<file path="config.mk">
export PLATFORM = sky130hd
export DESIGN_NAME = pixel_to_rgba8_unpremultiply
export DESIGN_NICKNAME = d
export VERILOG_FILES = /design/src/hdl/ptr_pkg.sv /design/src/hdl/pixel_to_rgba8_unpremultiply.sv /design/src/hdl/ptr_prep.sv /design/src/hdl/ptr_cell.sv /design/src/hdl/ptr_skid.sv
export SDC_FILE = /design/constraint.sdc
export NUM_CORES = 1
export LEC_CHECK = 0
export ABC_AREA = 1
export ABC_CLOCK_PERIOD_IN_PS = 19300
export BUFFER_PORTS_ARGS = -buffer_cell sky130_fd_sc_hd__buf_2
export CAP_MARGIN = 20
export CORE_MARGIN = 5
export CORE_UTILIZATION = 30
export CTS_CLUSTER_DIAMETER = 30
export DETAILED_ROUTE_END_ITERATION = 6
export PLACE_DENSITY = 0.45
export RECOVER_POWER = 25
export SYNTH_ARGS = -nofsm -noshare
export SYNTH_HDL_FRONTEND = slang
export SYNTH_SLANG_ARGS = --single-unit
</file>
<file path="constraint.sdc">
create_clock -name clk -period 19.3 [get_ports clk]
set_input_delay 1.93 -clock clk [delete_from_list [all_inputs] [get_ports clk]]
set_output_delay 1.93 -clock clk [all_outputs]
set_load 0.02 [all_outputs]
</file>
<file path="src/hdl/ptr_pkg.sv">
package ptr_pkg;

    localparam int unsigned PTR_CH_W     = 8;
    localparam int unsigned PTR_LANES    = 3;
    localparam int unsigned PTR_CELLS    = PTR_CH_W;
    localparam int unsigned PTR_NUM_W    = 2 * PTR_CH_W;
    localparam int unsigned PTR_ADDR_W   = 3;
    localparam int unsigned PTR_DATA_W   = 32;

    localparam logic [PTR_CH_W-1:0] PTR_MAX_CHANNEL = 8'd255;
    localparam logic [PTR_CH_W-1:0] PTR_UNIT_DIV    = 8'd1;

    // register index, taken from paddr[2]
    localparam logic PTR_REG_MODE = 1'b0;

    typedef enum logic [1:0] {
        MODE_GRAY     = 2'd0,
        MODE_RGB      = 2'd1,
        MODE_STRAIGHT = 2'd2,
        MODE_PREMUL   = 2'd3
    } ptr_mode_t;

    // partial remainder and the numerator bits still to come / quotient bits so far
    typedef struct packed {
        logic [PTR_CH_W-1:0] rem;
        logic [PTR_CH_W-1:0] low;
    } ptr_lane_t;

    typedef struct packed {
        ptr_lane_t [PTR_LANES-1:0] lane;
        logic [PTR_LANES-1:0]      sat;
        logic [PTR_CH_W-1:0]       divisor;
        logic [PTR_CH_W-1:0]       alpha;
        logic                      last;
    } ptr_item_t;

    typedef struct packed {
        logic [PTR_CH_W-1:0] alpha;
        logic [PTR_CH_W-1:0] blue;
        logic [PTR_CH_W-1:0] green;
        logic [PTR_CH_W-1:0] red;
        logic                last;
    } ptr_pix_t;

endpackage

</file>
<file path="src/hdl/pixel_to_rgba8_unpremultiply.sv">
// channel   dir  handshake             payload
// s_        in   s_tvalid / s_tready   s_tdata: samples first..fourth, s_tlast: last_in
// m_        out  m_tvalid / m_tready   m_tdata: red, green, blue, alpha_out, m_tlast: last_out
// apb       in   psel/penable/pready   mode at address 0
//
// one item per cycle while s_tready is high; a taken item passes through
// eight divider cells, one quotient bit each, then the output register
// reset clears mode to gray and empties the cell row and the output buffer
// when the output stalls, the second output entry fills and s_tready drops
// until it drains; the whole cell row holds while s_tready is low
module pixel_to_rgba8_unpremultiply
(
    input  logic                               clk,
    input  logic                               rst_n,

    input  logic                               s_tvalid,
    output logic                               s_tready,
    input  logic [31:0]                        s_tdata,  // first, second, third, fourth
    input  logic                               s_tlast,

    output logic                               m_tvalid,
    input  logic                               m_tready,
    output logic [31:0]                        m_tdata,  // red, green, blue, alpha_out
    output logic                               m_tlast,

    input  logic                               psel,
    input  logic                               penable,
    input  logic                               pwrite,
    input  logic [ptr_pkg::PTR_ADDR_W-1:0]     paddr,
    input  logic [ptr_pkg::PTR_DATA_W-1:0]     pwdata,
    output logic [ptr_pkg::PTR_DATA_W-1:0]     prdata,
    output logic                               pready
);

    ptr_pkg::ptr_mode_t mode_reg;
    logic               adv;
    logic               full;
    ptr_pkg::ptr_pix_t  fin;
    ptr_pkg::ptr_pix_t  out_data;

    logic               valid_chain [ptr_pkg::PTR_CELLS+1];
    ptr_pkg::ptr_item_t item_chain  [ptr_pkg::PTR_CELLS+1];

    assign pready = 1'b1;

    always_ff @(posedge clk or negedge rst_n)
    begin
        if (!rst_n)
        begin
            mode_reg <= ptr_pkg::MODE_GRAY;
        end
        else if (psel && penable && pwrite && pready && (paddr[2] == ptr_pkg::PTR_REG_MODE))
        begin
            mode_reg <= ptr_pkg::ptr_mode_t'(pwdata[1:0]);
        end
    end

    assign prdata = (paddr[2] == ptr_pkg::PTR_REG_MODE)
                    ? {{(ptr_pkg::PTR_DATA_W - 2){1'b0}}, mode_reg} : '0;

    assign adv      = !full;
    assign s_tready = adv;

    ptr_prep u_prep
    (
        .mode          (mode_reg),
        .sample_first  (s_tdata[7:0]),
        .sample_second (s_tdata[15:8]),
        .sample_third  (s_tdata[23:16]),
        .sample_fourth (s_tdata[31:24]),
        .last_in       (s_tlast),
        .item          (item_chain[0])
    );

    assign valid_chain[0] = s_tvalid;

    for (genvar k = 0; k < ptr_pkg::PTR_CELLS; k++)
    begin : g_cell
        ptr_cell u_cell
        (
            .clk       (clk),
            .rst_n     (rst_n),
            .en        (adv),
            .in_valid  (valid_chain[k]),
            .in_item   (item_chain[k]),
            .out_valid (valid_chain[k+1]),
            .out_item  (item_chain[k+1])
        );
    end

    // clipped lanes read as full scale
    always_comb
    begin
        fin.red   = item_chain[ptr_pkg::PTR_CELLS].sat[0]
                    ? ptr_pkg::PTR_MAX_CHANNEL : item_chain[ptr_pkg::PTR_CELLS].lane[0].low;
        fin.green = item_chain[ptr_pkg::PTR_CELLS].sat[1]
                    ? ptr_pkg::PTR_MAX_CHANNEL : item_chain[ptr_pkg::PTR_CELLS].lane[1].low;
        fin.blue  = item_chain[ptr_pkg::PTR_CELLS].sat[2]
                    ? ptr_pkg::PTR_MAX_CHANNEL : item_chain[ptr_pkg::PTR_CELLS].lane[2].low;
        fin.alpha = item_chain[ptr_pkg::PTR_CELLS].alpha;
        fin.last  = item_chain[ptr_pkg::PTR_CELLS].last;
    end

    ptr_skid u_skid
    (
        .clk       (clk),
        .rst_n     (rst_n),
        .push      (adv && valid_chain[ptr_pkg::PTR_CELLS]),
        .push_data (fin),
        .pop_ready (m_tready),
        .out_valid (m_tvalid),
        .out_data  (out_data),
        .full      (full)
    );

    assign m_tdata = {out_data.alpha, out_data.blue, out_data.green, out_data.red};
    assign m_tlast = out_data.last;

endmodule

</file>
<file path="src/hdl/ptr_prep.sv">
module ptr_prep
(
    input  ptr_pkg::ptr_mode_t                  mode,
    input  logic [ptr_pkg::PTR_CH_W-1:0]        sample_first,
    input  logic [ptr_pkg::PTR_CH_W-1:0]        sample_second,
    input  logic [ptr_pkg::PTR_CH_W-1:0]        sample_third,
    input  logic [ptr_pkg::PTR_CH_W-1:0]        sample_fourth,
    input  logic                                last_in,
    output ptr_pkg::ptr_item_t                  item
);

    logic [ptr_pkg::PTR_LANES-1:0][ptr_pkg::PTR_CH_W-1:0]  value;
    logic [ptr_pkg::PTR_LANES-1:0][ptr_pkg::PTR_NUM_W-1:0] num;

    always_comb
    begin
        if (mode == ptr_pkg::MODE_GRAY)
        begin
            value[0] = sample_first;
            value[1] = sample_first;
            value[2] = sample_first;
        end
        else
        begin
            value[0] = sample_first;
            value[1] = sample_second;
            value[2] = sample_third;
        end
    end

    // v*255 + alpha/2, as (v << 8) - v + (alpha >> 1)
    always_comb
    begin
        for (int i = 0; i < ptr_pkg::PTR_LANES; i++)
        begin
            num[i] = {value[i], {ptr_pkg::PTR_CH_W{1'b0}}}
                     - {{ptr_pkg::PTR_CH_W{1'b0}}, value[i]}
                     + {{(ptr_pkg::PTR_CH_W + 1){1'b0}},
                        sample_fourth[ptr_pkg::PTR_CH_W-1:1]};
        end
    end

    always_comb
    begin
        item.last    = last_in;
        item.sat     = '0;
        item.divisor = ptr_pkg::PTR_UNIT_DIV;
        case (mode)
            ptr_pkg::MODE_GRAY,
            ptr_pkg::MODE_RGB:
            begin
                item.alpha = ptr_pkg::PTR_MAX_CHANNEL;
            end
            default:
            begin
                item.alpha = sample_fourth;
            end
        endcase
        // dividing by one with a zero remainder leaves low unchanged
        for (int i = 0; i < ptr_pkg::PTR_LANES; i++)
        begin
            item.lane[i].rem = '0;
            item.lane[i].low = value[i];
        end
        if (mode == ptr_pkg::MODE_PREMUL)
        begin
            if (sample_fourth == '0)
            begin
                for (int i = 0; i < ptr_pkg::PTR_LANES; i++)
                begin
                    item.lane[i].low = '0;
                end
            end
            else
            begin
                item.divisor = sample_fourth;
                for (int i = 0; i < ptr_pkg::PTR_LANES; i++)
                begin
                    // color at or above alpha always clips
                    item.sat[i] = (value[i] >= sample_fourth);
                    if (item.sat[i])
                    begin
                        item.lane[i].low = '0;
                    end
                    else
                    begin
                        item.lane[i].rem = num[i][ptr_pkg::PTR_NUM_W-1:ptr_pkg::PTR_CH_W];
                        item.lane[i].low = num[i][ptr_pkg::PTR_CH_W-1:0];
                    end
                end
            end
        end
    end

endmodule

</file>
<file path="src/hdl/ptr_cell.sv">
module ptr_cell
(
    input  logic               clk,
    input  logic               rst_n,
    input  logic               en,
    input  logic               in_valid,
    input  ptr_pkg::ptr_item_t in_item,
    output logic               out_valid,
    output ptr_pkg::ptr_item_t out_item
);

    logic               valid_reg;
    ptr_pkg::ptr_item_t item_reg;
    ptr_pkg::ptr_item_t item_next;

    logic [ptr_pkg::PTR_LANES-1:0][ptr_pkg::PTR_CH_W:0] trial;
    logic [ptr_pkg::PTR_LANES-1:0][ptr_pkg::PTR_CH_W:0] diff;
    logic [ptr_pkg::PTR_LANES-1:0]                      ge;

    // one restoring step: bring in the next numerator bit, try to subtract
    always_comb
    begin
        item_next = in_item;
        for (int i = 0; i < ptr_pkg::PTR_LANES; i++)
        begin
            trial[i] = {in_item.lane[i].rem, in_item.lane[i].low[ptr_pkg::PTR_CH_W-1]};
            diff[i]  = trial[i] - {1'b0, in_item.divisor};
            ge[i]    = (trial[i] >= {1'b0, in_item.divisor});
            item_next.lane[i].rem = ge[i] ? diff[i][ptr_pkg::PTR_CH_W-1:0]
                                          : trial[i][ptr_pkg::PTR_CH_W-1:0];
            item_next.lane[i].low = {in_item.lane[i].low[ptr_pkg::PTR_CH_W-2:0], ge[i]};
        end
    end

    always_ff @(posedge clk or negedge rst_n)
    begin
        if (!rst_n)
        begin
            valid_reg <= 1'b0;
        end
        else if (en)
        begin
            valid_reg <= in_valid;
        end
    end

    always_ff @(posedge clk)
    begin
        if (en)
        begin
            item_reg <= item_next;
        end
    end

    assign out_valid = valid_reg;
    assign out_item  = item_reg;

endmodule

</file>
<file path="src/hdl/ptr_skid.sv">
module ptr_skid
(
    input  logic              clk,
    input  logic              rst_n,
    input  logic              push,
    input  ptr_pkg::ptr_pix_t push_data,
    input  logic              pop_ready,
    output logic              out_valid,
    output ptr_pkg::ptr_pix_t out_data,
    output logic              full
);

    logic              out_valid_reg;
    ptr_pkg::ptr_pix_t out_data_reg;
    logic              skid_valid_reg;
    ptr_pkg::ptr_pix_t skid_data_reg;
    logic              load;

    assign load = !out_valid_reg || pop_ready;

    always_ff @(posedge clk or negedge rst_n)
    begin
        if (!rst_n)
        begin
            out_valid_reg  <= 1'b0;
            skid_valid_reg <= 1'b0;
        end
        else if (load)
        begin
            out_valid_reg  <= skid_valid_reg || push;
            skid_valid_reg <= 1'b0;
        end
        else if (push)
        begin
            skid_valid_reg <= 1'b1;
        end
    end

    always_ff @(posedge clk)
    begin
        if (load)
        begin
            out_data_reg <= skid_valid_reg ? skid_data_reg : push_data;
        end
        else if (push)
        begin
            skid_data_reg <= push_data;
        end
    end

    assign out_valid = out_valid_reg;
    assign out_data  = out_data_reg;
    assign full      = skid_valid_reg;

endmodule
</file>
After elaboration in Yosys (flattened, before gate mapping)
Cells that the tools add are included.
{"block": "word_totals", "regBits": 590, "out_inout_bits": 68}
{"block": "classes", "add_sub_neg": 27, "n_lt_le_gt_ge": 27, "eq_ne": 2, "n_mux": 43, "bitwise_logic": 3, "n_reduce_logical": 14}
{"op": "$mux W8", "n": 36}
{"op": "$ge A9 B8 Y1", "n": 24}
{"op": "$sub A8 B8 Y8", "n": 21}
{"op": "$mux W59", "n": 1}
{"op": "$add A16 B7 Y16", "n": 3}
{"op": "$sub A16 B8 Y16", "n": 3}
{"op": "$mux W33", "n": 1}
{"op": "$ge A8 B8 Y1", "n": 3}
{"op": "$mux W24", "n": 1}
{"op": "$mux W11", "n": 1}
{"op": "$logic_not A8 Y1", "n": 1}
{"op": "$logic_and A1 B1 Y1", "n": 4}
{"op": "$reduce_or A2 Y1", "n": 2}
{"op": "$not A1 Y1", "n": 3}
{"op": "$eq A2 B1 Y1 const B", "n": 1}
{"op": "$eq A2 B2 Y1 const B", "n": 1}
{"op": "$logic_not A1 Y1", "n": 2}
{"op": "$logic_not A2 Y1", "n": 1}
{"op": "$logic_or A1 B1 Y1", "n": 2}
{"op": "$mux W1", "n": 2}
{"op": "$mux W2", "n": 1}
{"op": "$reduce_and A2 Y1", "n": 1}
{"op": "$reduce_bool A2 Y1", "n": 1}

Longest topological paths before layout
Gate-level depths: netlist (run 1).
{"block": "depth", "depth_word": 9, "ltp_mapped": 27, "depth_no_buf": 27}

Cells and area by module
From an unflattened synthesis (run 1), not the netlist that was laid out.
{"block": "hier_totals", "cells_unflattened": 3938, "area_unflattened_um2": 37183.2}
{"mod": "ptr_cell (g_cell[2].u_cell ...)", "n_inst": 4, "cells_each": 384, "area_per_inst_um2": 3941.3, "seq_area_each_um2": 2067.0}
{"mod": "ptr_cell (g_cell[5].u_cell)", "n_inst": 1, "cells_each": 384, "area_per_inst_um2": 3811.2, "seq_area_each_um2": 2067.0}
{"mod": "ptr_cell (g_cell[7].u_cell)", "n_inst": 1, "cells_each": 383, "area_per_inst_um2": 3811.2, "seq_area_each_um2": 2067.0}
{"mod": "ptr_cell (g_cell[0].u_cell)", "n_inst": 1, "cells_each": 386, "area_per_inst_um2": 3748.6, "seq_area_each_um2": 2067.0}
{"mod": "ptr_cell (g_cell[1].u_cell)", "n_inst": 1, "cells_each": 380, "area_per_inst_um2": 3731.1, "seq_area_each_um2": 2067.0}
{"mod": "ptr_prep", "n_inst": 1, "cells_each": 610, "area_per_inst_um2": 3265.6, "seq_area_each_um2": 0.0}
{"mod": "ptr_skid", "n_inst": 1, "cells_each": 182, "area_per_inst_um2": 2537.4, "seq_area_each_um2": 2031.9}
{"mod": "pixel_to_rgba8_unpremultiply", "n_inst": 1, "cells_each": 77, "area_per_inst_um2": 513.0, "seq_area_each_um2": 50.0}

Worst setup path before layout (run 1)
OpenSTA, ideal clock, no wires.
{"block": "synth_timing", "kind": "reg-to-output", "from": "register u_skid.skid_valid_reg (netlist: u_skid.full)", "to": "output s_tready", "arrival_time_ns": 14.734, "required_ns": 17.370, "setup_slack_ns": 2.636, "stages_incl_launch_ff": 4, "n_path_buf": 2, "path_cell_list": "dfrtp_1 -> clkbuf_1 -> clkinv_1 -> clkbuf_1"}
{"block": "synth_between", "elab_chain_len": 1}
{"item": "start: declaration", "line_no": "ptr_skid.sv:15", "source": "logic skid_valid_reg;"}
{"item": "start signal: assignment", "line_no": "ptr_skid.sv:26", "source": "skid_valid_reg <= 1'b0;"}
{"item": "start signal: assignment", "line_no": "ptr_skid.sv:31", "source": "skid_valid_reg <= 1'b0;"}
{"item": "start signal: assignment", "line_no": "ptr_skid.sv:35", "source": "skid_valid_reg <= 1'b1;"}
{"item": "$logic_not A1 Y1", "line_no": "pixel_to_rgba8_unpremultiply.sv:61", "source": "assign adv = !full;"}
{"item": "end: declaration", "line_no": "pixel_to_rgba8_unpremultiply.sv:17", "source": "output logic s_tready,"}
Every way passes these cells.

==> metrics.txt, run 1 <==
layout net count 3447; top post-synthesis cells by area edfxtp_1, ha_1, nand2_1; port buffer count slightly below 80; worst clock skew 0.06763 ns; RSZ-0062 raised after global routing false; mux contribution to synthesized area 0%; largest family of logic cells by synthesized area simple AND/OR/NAND/NOR gates; P_leak approximately 16 nW; clock latency on the worst-skew pair a little under 0.7 ns; H-tree depth 3; Crit path required time about 20 ns; pin count of the biggest net entering global routing roughly 190; Syn Area/Cell 10.48 um2; DP Area roughly 0.033 mm2; Tcrit/Tclk final 30.94%; CORE AREA between 0.1 and 0.15 mm2; crit path capture type flip-flop; f_max around 0.17 GHz; FP Rows roughly 120; Final Hold Fails 0; leading cell types by count after synthesis nand2_1, edfxtp_1, inv_1; Final Cell Area between 0.03 and 0.04 mm2; Reg2Reg Setup Slack around 14 ns; clock buffer depth 3; total number of vias 19810; hold path depth 0; setup TNS 0 ns; die area about 0.11 mm2; DRC 0; slew margin rel. -36.22%; Wirelength per Cell 15.25 um; Starting DRT DRC Count between 1000 and 1500; max FFs per register 512; GRT Overall Usage approximately 13%; root buffer cell clkbuf_16; Ant. Diodes 0; CTS tree done; vias per cell 4.320; Final Critical Period 5.971 ns; share of cells above drive strength 1 between 10% and 20%; routed wl met3 1.977 mm; CTS buffer count roughly 110; Most used DFF post-synth edfxtp_1; xor/xnor cell area share of the yosys netlist between 2 and 3%; total I/O pin count about 140; worst hold start g_cell[2].u_cell.out_item[19]; Die H 330.5 um; Max Cap Viol 1; Final ANT Viol Nets 0; status finished with violations; post-synthesis simple-gate area fraction between 10% and 20%; Hold EP g_cell[3].u_cell.out_item[19]; routability cong. 0.8713; crit path max fanout 9; failing checks max-capacitance violations, max-slew violations; mapped cell area a little over 0.03 mm2; Final Slew Violations between 40 and 50; Seq/Total Area, Yosys a little under three fifths; final setup vio count 0; reg2reg start mode_reg[1]; Initial Util between 30% and 40%; Yosys reg bits between 500 and 600; count leader, synth nand2_1; Cells after Synth 2940; Critical Path AT around 6.3 ns; Worst-path clk slew 0.05 ns; TritonCTS Sinks between 500 and 600; initial antenna violation count 2; drt total wl between 60 and 70 mm; Design Power ~7.7 mW; met2 WL approximately 33 mm; CP startpoint kind input port; M1 WL between 30 and 40 mm; vias in the first global route approximately 20000; die width about 330 um; EDFF count, synth between 500 and 600; post-DP HPWL between 50 and 60 mm; Post-CTS Hold Buffers 0; post-synthesis compound-gate area fraction 5.350%; FF-to-FF path depth 23; Ys Warns 0; Post-Synth Adder-Cell Area 10.64%; post-synthesis cell type count 53; P per Cell Area 209.8 mW/mm2; top-area cell type share of the netlist area between 50 and 60%; Slew @ Worst Pin ~2.0 ns; first-pass GRT wire length about 110 mm; area grow syn2layout 19.17%; setup bufs post-CTS 0; Max VDD drop around 0.000082 V; ys async rst share under 10%; Initial DRT Pass Iterations 5; gr ovfl total 0; Hold WC Path Type flip-flop to flip-flop; RR Endpoint g_cell[0].u_cell.out_item[50]; area leader, netlist edfxtp_1; CP Class input port to flip-flop; PostCTS Resize Cnt 0; Top Metal Used met4
## power by group
| group | internal, mW | total [mW] | switching [mW] |
|---|---|---|---|
| registers | 2.40 | 2.67 | 0.273 |
| clock network | 1.31 | 1.96 | 0.650 |
| logic | 1.08 | 3.07 | 1.98 |
## cell type report
type                       instances  area [um2]
clock buffer                     134        2928
inverter                         360        1353
fill                           10300       65160
sequential                       590       17660
tap                             1368        1712
multi-input combinational       1972       11610
timing repair buffer              85       465.4
clock inverter                    78        1008
## worst max path at each step
| stage | end | cells past startpoint | startpoint | slack [ns] |
|---|---|---|---|---|
| after CTS | g_cell[0].u_cell.out_item[34] | 18 | s_tdata[25] | 13.33 |
| final | g_cell[0].u_cell.out_item[50] | 26 | s_tdata[3] | 13.33 |
| after floorplan | s_tready | 3 | u_skid.full | 2.64 |
| after detailed placement | g_cell[0].u_cell.out_item[49] | 24 | s_tdata[3] | 12.67 |
| after global routing | g_cell[0].u_cell.out_item[50] | 24 | s_tdata[3] | 12.96 |
| after global placement | g_cell[0].u_cell.out_item[34] | 18 | s_tdata[25] | 12.68 |
## critical path, cell delays in order
cell,delay [ns]
buf_2,0.17
inv_1,0.20
nand2_1,0.12
nand2_1,0.23
inv_1,0.11
ha_1,0.30
nand2_1,0.07
inv_1,0.04
nand2_1,0.05
nand2_1,0.05
nand2_1,0.06
nand2_1,0.13
nor2_4,0.29
nand2_1,0.09
nor2_1,0.24
ha_1,0.35
a21oi_1,0.16
o21ai_0,0.20
nand4_1,0.13
o211ai_1,0.12
nand2_1,0.08
o21ai_0,0.07
nor2_1,0.66
nand2_4,0.24
nand2_1,0.11
nand2_1,0.10
## cell families (layout without fill, tap and decap cells)
family          Yosys count  after routing
compound gates          292            292
xor+xnor                105            105
fa+ha+maj               249            249
buf+inv                 407            657
flops                   590            590
other cells               2             31
simple gates           1295           1295
## metrics by stage
step	util, %	setup slack (ns)	hold slack (ns)	cells
after floorplan	-	2.636	0.4003	2969
after global placement	32.19	12.68	0.4002	4375
after detailed placement	32.19	12.67	0.4045	4375
after CTS	36.06	13.33	0.3748	4587
after global routing	36.05	12.96	0.3756	4587
final	36.05	13.33	0.3803	4587
## metal layers
layer	vias to the layer above	track usage, %
met5	-	0
met4	0	3.705
met3	115	2.137
met2	265	21.98
met1	9040	17.08
li1	10390	-
## placed cells by master (no fill, tap or decap), drive strengths merged, types with 24 or more instances in the layout
cell    instances
a21oi          88
buf            85
clkbuf        134
clkinv         46
conb           31
edfxtp        578
ha            227
inv           364
nand2         761
nand3         186
nand4          28
nor2          230
nor3           24
o21ai         133
or2            34
xnor2          37
xor2           68
Note: power is estimated with default switching activity, not from simulation.
==> run 2: changes to the inputs <==
Settings changed: ABC_AREA 1 to 0, ABC_CLOCK_PERIOD_IN_PS 19300 to 5100, PLACE_DENSITY 0.45 to 0.46.
Clock period 19.3 ns to 5.1 ns, I/O delays scaled along.
==> metrics.txt, run 2 <==
EDFF count, synth 578; top post-synthesis cells by area edfxtp_1, ha_1, mux2_2; CP startpoint kind flip-flop; Final Hold Fails 0; most frequent cells in the layout edfxtp_1, ha_1, inv_1; FP Rows 116; worst path cell trace buf_4, nor3b_4, buf_4, a21oi_4, xnor2_1, ha_1, a31o_2, maj3_1, a211oi_2, o21ai_2, buf_4, nor3_1, nor3_2, ha_1, or3_1, o21ai_0, a21oi_2, o21a_1, a311oi_4, inv_4, mux2_1; f_max ~0.2 GHz; P_leak ~15 nW; crit path capture type flip-flop; crit-path leading delay family compound AO/OA/AOI/OAI gates; count leader, synth edfxtp_1; Critical Path AT 5.37 ns; Seq/Total Area, Yosys about three fifths; H-tree depth 4; total number of vias 19070; Hold WC Path Type input port to flip-flop; final setup vio count 0; CTS buffer count approximately 140; Syn Area/Cell between 10 and 15 um2; slew margin rel. 31.53%; Max VDD drop between 0.0003 and 0.0004 V; share of cells above drive strength 1 between 20% and 30%; Yosys reg bits just under 600; Max Cap Viol 0; Final Critical Period 4.946 ns; clock buffer depth 3; Slew @ Worst Pin around 1.0 ns; leading cell types by count after synthesis edfxtp_1, ha_1, inv_1; Final ANT Viol Nets 0; Worst-path clk slew ~0.04 ns; routability cong. 0.8467; Critical Path Most Common Cell buf_4; first-pass GRT wire length around 110 mm; slowest cell delay on critical path between 0.4 and 0.5 ns; setup TNS 0 ns; layout net count between 3000 and 4000; worst clock skew between 0.03 and 0.04 ns; Ant. Diodes 0; die area roughly 0.11 mm2; DRC 0; Initial DRT Pass Iterations 4; gr ovfl total 0; Wirelength per Cell 17.51 um; commonest non-fill, non-tap cell in the layout edfxtp_1; Multi-input gate area around 0.012 mm2; crit path max fanout 18; Crit path required time around 5.5 ns; Initial Util between 30% and 40%; vias in the first global route roughly 20000; TritonCTS Sinks 590; die width ~330 um; FF+latch area 0.01766 mm2; post-DP HPWL approximately 55 mm; Final Slew Violations 0; status finished clean; ys async rst share between 2 and 2.5%; total I/O pin count 143; drt total wl 72.05 mm; Cells after Synth about 2300; Design Power between 30 and 40 mW; Die H 327.7 um; Most used DFF post-synth edfxtp_1; clock latency on the worst-skew pair about 0.7 ns; slowest CP cell dfrtp_2; max FFs per register between 500 and 600; area grow syn2layout 27.10%; mapped cell area roughly 0.03 mm2; RSZ-0062 raised after global routing true; GRT Overall Usage between 10 and 15%; port buffer count 79; CORE AREA approximately 0.1 mm2; Fill cells about 9500; initial antenna violation count 1; Ys Warns 0; root buffer cell clkbuf_16; vias per cell between 4 and 5; Starting DRT DRC Count around 870; post-synthesis cell type count 75; top-area cell type share of the netlist area a little under three fifths; area leader, netlist edfxtp_1; Tcrit/Tclk final between 90% and 100%; CP Class flip-flop to flip-flop; P per Cell Area between 800 and 900 mW/mm2; pin count of the biggest net entering global routing between 100 and 150; Buf+Inv Stages, Crit Path 4; CTS tree done
[run 2: cell types whose count changed after synthesis, sizes merged, moves of 19 or more]
cell	previous run	this run
a21boi	3	39
nand2	761	86
a21o	1	47
nor2	230	199
nor2b	0	48
inv	358	210
nand3	186	12
mux2	0	150
nand2b	0	35
mux2i	0	46
xnor2	37	72
xor2	68	25
a311oi	0	19
[run 2: kinds of logic after synthesis]
logic type / after synthesis / synth area share, %
xor gates and xnor gates: 97 / 2.805
DFF: 590 / 58.29
buffers and inverters: 265 / 3.726
and+or+nand+nor: 507 / 8.080
adders and majority gates: 252 / 10.93
AOI/OAI and AO/OA: 416 / 9.030
muxes: 196 / 7.109
other: 2 / 0.02479
[run 2: power breakdown]
group	internal, mW	total (mW)	leakage, nW	switching, mW
Combinational	5.87	13.1	7.30	7.21
Clock	5.91	8.70	2.28	2.79
Sequential	9.22	10.2	5.92	1.01
[run 2: worst paths after layout]
path | cells after the start | start | slack, ns | end
setup / recovery | 21 | mode_reg[1] | 0.15 | g_cell[0].u_cell.out_item[63]
setup reg to reg | 21 | mode_reg[1] | 0.15 | g_cell[0].u_cell.out_item[63]
hold reg to reg | 0 | g_cell[1].u_cell.out_item[55] | 0.39 | g_cell[2].u_cell.out_item[56]
min in group asynchronous | 2 | rst_n | 0.52 | g_cell[2].u_cell.out_valid
max in group asynchronous | 2 | rst_n | 3.89 | mode_reg[1]
hold / removal | 2 | s_tvalid | 0.06 | g_cell[0].u_cell.out_valid
[run 2: metrics by stage]
step / cell area, um2 / setup WS, ns / hold WS (ns) / utilization, % / cells
2_1_floorplan: 30430 / 0.008550 / 0.2144 / - / 2354
3_3_place_gp: 33460 / -0.2289 / 0.4013 / 33.41 / 3850
3_5_place_dp: 33460 / -0.2733 / 0.4045 / 33.41 / 3850
4_1_cts: 38310 / 0.03474 / 0.007849 / 38.25 / 4108
5_1_grt: 38500 / -0.02332 / 0.02136 / 38.44 / 4115
6_report: 38500 / 0.1540 / 0.05858 / 38.44 / 4115
[run 2: routing by layer]
layer  routed length, um  vias to the layer above  GRT usage (%)
met3                2549                      168          2.818
li1                    -                     9372              -
met5                   0                        -              0
met4                2713                        0          5.703
met2               36630                      376          24.00
met1               30150                     9151          15.50
[run 2: worst reg2reg max path: cells and delay by family, from the launching register on]
kind,cells,cell delay [ns]
mux,1,0.35
buf+inv,4,0.62
flops,1,0.43
compound gates,8,1.36
simple gates,4,0.91
xor+xnor,1,0.13
fa+ha+maj,3,0.90
[run 2: final cells by class]
type	count	area share, %
clock inverters	97	3.065
flip-flops and latches	590	45.87
repair buffers	258	4.687
well taps	1298	4.219
clock buffers	159	9.256
multi-input cells	1499	30.79
inverters	214	2.119
[run 2: what timing repair did]
item,CTS,global route
pin swaps,0,11
setup endpoints to repair,17,18
hold endpoints to repair,13,0
buffers inserted,0,7
resized for setup,21,30
hold buffers,2,0
gates cloned,0,0
==> run 3: changes to the inputs <==
Settings changed: CELL_PAD_IN_SITES_DETAIL_PLACEMENT set to 0, CELL_PAD_IN_SITES_GLOBAL_PLACEMENT set to 1, PLACE_DENSITY 0.46 to 0.53.
==> metrics.txt, run 3 (same netlist as run 2, synthesis figures left out) <==
status finished clean; worst path cell trace or2_4, buf_8, a21oi_4, inv_2, ha_4, inv_2, ha_1, a31o_2, o211ai_1, a221oi_2, nor3_2, or3_1, a21o_1, inv_2, ha_4, nor2b_4, o21ai_2, a21oi_2, o41ai_2, buf_4, o2bb2ai_4, o2111ai_2, and2_4, mux2_4; Max VDD drop ~0.00036 V; CP startpoint kind flip-flop; M1 WL around 30 mm; Initial DRT Pass Iterations 5; Wirelength per Cell approximately 18 um; Initial Util between 30% and 40%; port buffer count 79; Final Slew Violations 0; Max Cap Viol 0; Die H between 300 and 400 um; Non-Filler Instances slightly above 4000; P_leak around 16 nW; slew margin rel. around a quarter; routed wl met3 2.652 mm; die width 327.7 um; pin count of the biggest net entering global routing between 100 and 150; dpl cells 3851; Final Critical Period around 4.9 ns; TritonCTS Sinks 590; Tcrit/Tclk final 96.27%; DRC 0; f_max around 0.2 GHz; crit path max fanout 8; commonest non-fill, non-tap cell in the layout edfxtp_1; drt total wl 73.04 mm; P_sw roughly 11 mW; setup TNS 0 ns; CORE AREA roughly 0.10 mm2; met2 WL around 36 mm; sequential cell fraction of total power approximately a third; Final Hold Fails 0; Worst-path clk slew 0.04 ns; clock latency on the worst-skew pair 0.69 ns; GRT Overall Usage approximately 14%; most frequent cells in the layout edfxtp_1, ha_1, inv_1; first-pass GRT wire length about 110 mm; initial antenna violation count 4; Fill cells about 9500; share of cells above drive strength 1 about a quarter; Hold WC Path Type input port to flip-flop; Starting DRT DRC Count slightly above 900; Crit path required time 5.51 ns; H-tree depth 4; total I/O pin count 143; slowest CP cell dfrtp_1; total number of vias around 19000; area grow syn2layout 27.49%; CTS buffer count about 130; CP Class flip-flop to flip-flop; Critical Path Most Common Cell inv_2; layout net count 3026; RSZ-0062 raised after global routing true; max FFs per register about 500; FP Rows 116; vias in the first global route 20260; post-DP HPWL 55.32 mm; Final ANT Viol Nets 0; slowest cell delay on critical path 0.42 ns; final setup vio count 0; Switching Share 33.86%; Clock Power Share 27.7%; vias per cell 4.635; CTS tree done; Ant. Diodes 0; clock buffer depth 3; crit path capture type flip-flop; Critical Path AT ~5.3 ns; Slew @ Worst Pin 1.136 ns; P per Cell Area 838.3 mW/mm2; die area between 0.1 and 0.15 mm2; worst clock skew between 0.02 and 0.03 ns; logic gate share of total power 40.8%; root buffer cell clkbuf_16; gr ovfl total 0; routability cong. ~0.86; Top Metal Used met5; P_int approximately 21 mW
## run 3: changes by cell type in the layout (fill, tap and decap cells not counted), sizes merged
cell,before,now
inv,219,222
dlygate4sd3,2,3
bufinv,17,28
buf,255,259
clkinvlp,15,8
clkbuf,160,151
clkinv,60,49
## run 3: per-layer routing
metal,up-vias,track usage (%)
met5,-,0
li1,9373,-
met4,2,7.688
met2,365,23.66
met3,193,2.848
met1,9102,15.44
## run 3: power groups by stage
stage                     Sequential [mW]  Clock [mW]  Combinational, mW
after floorplan                      10.2           0               9.22
after global placement               10.3           0               12.9
after detailed placement             10.3           0               13.1
after CTS                            10.2        9.20               13.3
after global routing                 10.5        9.45               14.8
final                                10.2        8.96               13.2
## run 3: worst paths after layout
path / startpoint / endpoint / slack [ns] / cells after the start
min in group asynchronous: rst_n / mode_reg[0] / 0.58 / 2
max reg2reg: mode_reg[0] / g_cell[0].u_cell.out_item[51] / 0.19 / 24
min: pwdata[1] / mode_reg[1] / 0.09 / 2
max: mode_reg[0] / g_cell[0].u_cell.out_item[51] / 0.19 / 24
max in group asynchronous: rst_n / g_cell[7].u_cell.out_valid / 3.84 / 2
min reg2reg: g_cell[2].u_cell.out_item[56] / g_cell[3].u_cell.out_item[57] / 0.39 / 0
## run 3: layout make-up
class	instances	area, um2	share of cell area [%]
clock buffer	150	3413	8.839
clock inverter	93	1375	3.561
inverter	214	815.8	2.113
multi-input combinational	1499	11880	30.77
sequential	590	17660	45.73
tap	1298	1624	4.206
timing repair buffer	263	1848	4.786
## run 3: worst max-delay path, delay by kind of cell, from the launching register on
kind            cells  cell delay, ns
simple gates        5            1.12
flops               1            0.42
compound gates     10            1.82
mux                 1            0.30
buf+inv             5            0.51
fa+ha+maj           3            0.48
## run 3: through the flow
step           power, mW  setup WS [ns]  util [%]  hold slack [ns]  cell area [um2]
2_1_floorplan      19.39       0.008550         -           0.2144            30430
3_3_place_gp       23.19        -0.2345     33.42           0.4021            33470
3_5_place_dp       23.45        -0.2859     33.42           0.4045            33470
4_1_cts            32.73        0.02355     38.26          0.02307            38320
5_1_grt            34.68       -0.04111     38.56          0.04074            38610
6_report           32.37         0.1904     38.56          0.08583            38610
## run 3: timing repair
action                                  in CTS  in global routing
buffers inserted                             0                 10
cloned                                       0                  0
gates resized for setup                      9                 53
endpoints found under the hold margin       14                  0
endpoints found under the setup margin      18                 18
pin swaps                                    0                 15
hold buffers                                 3                  0
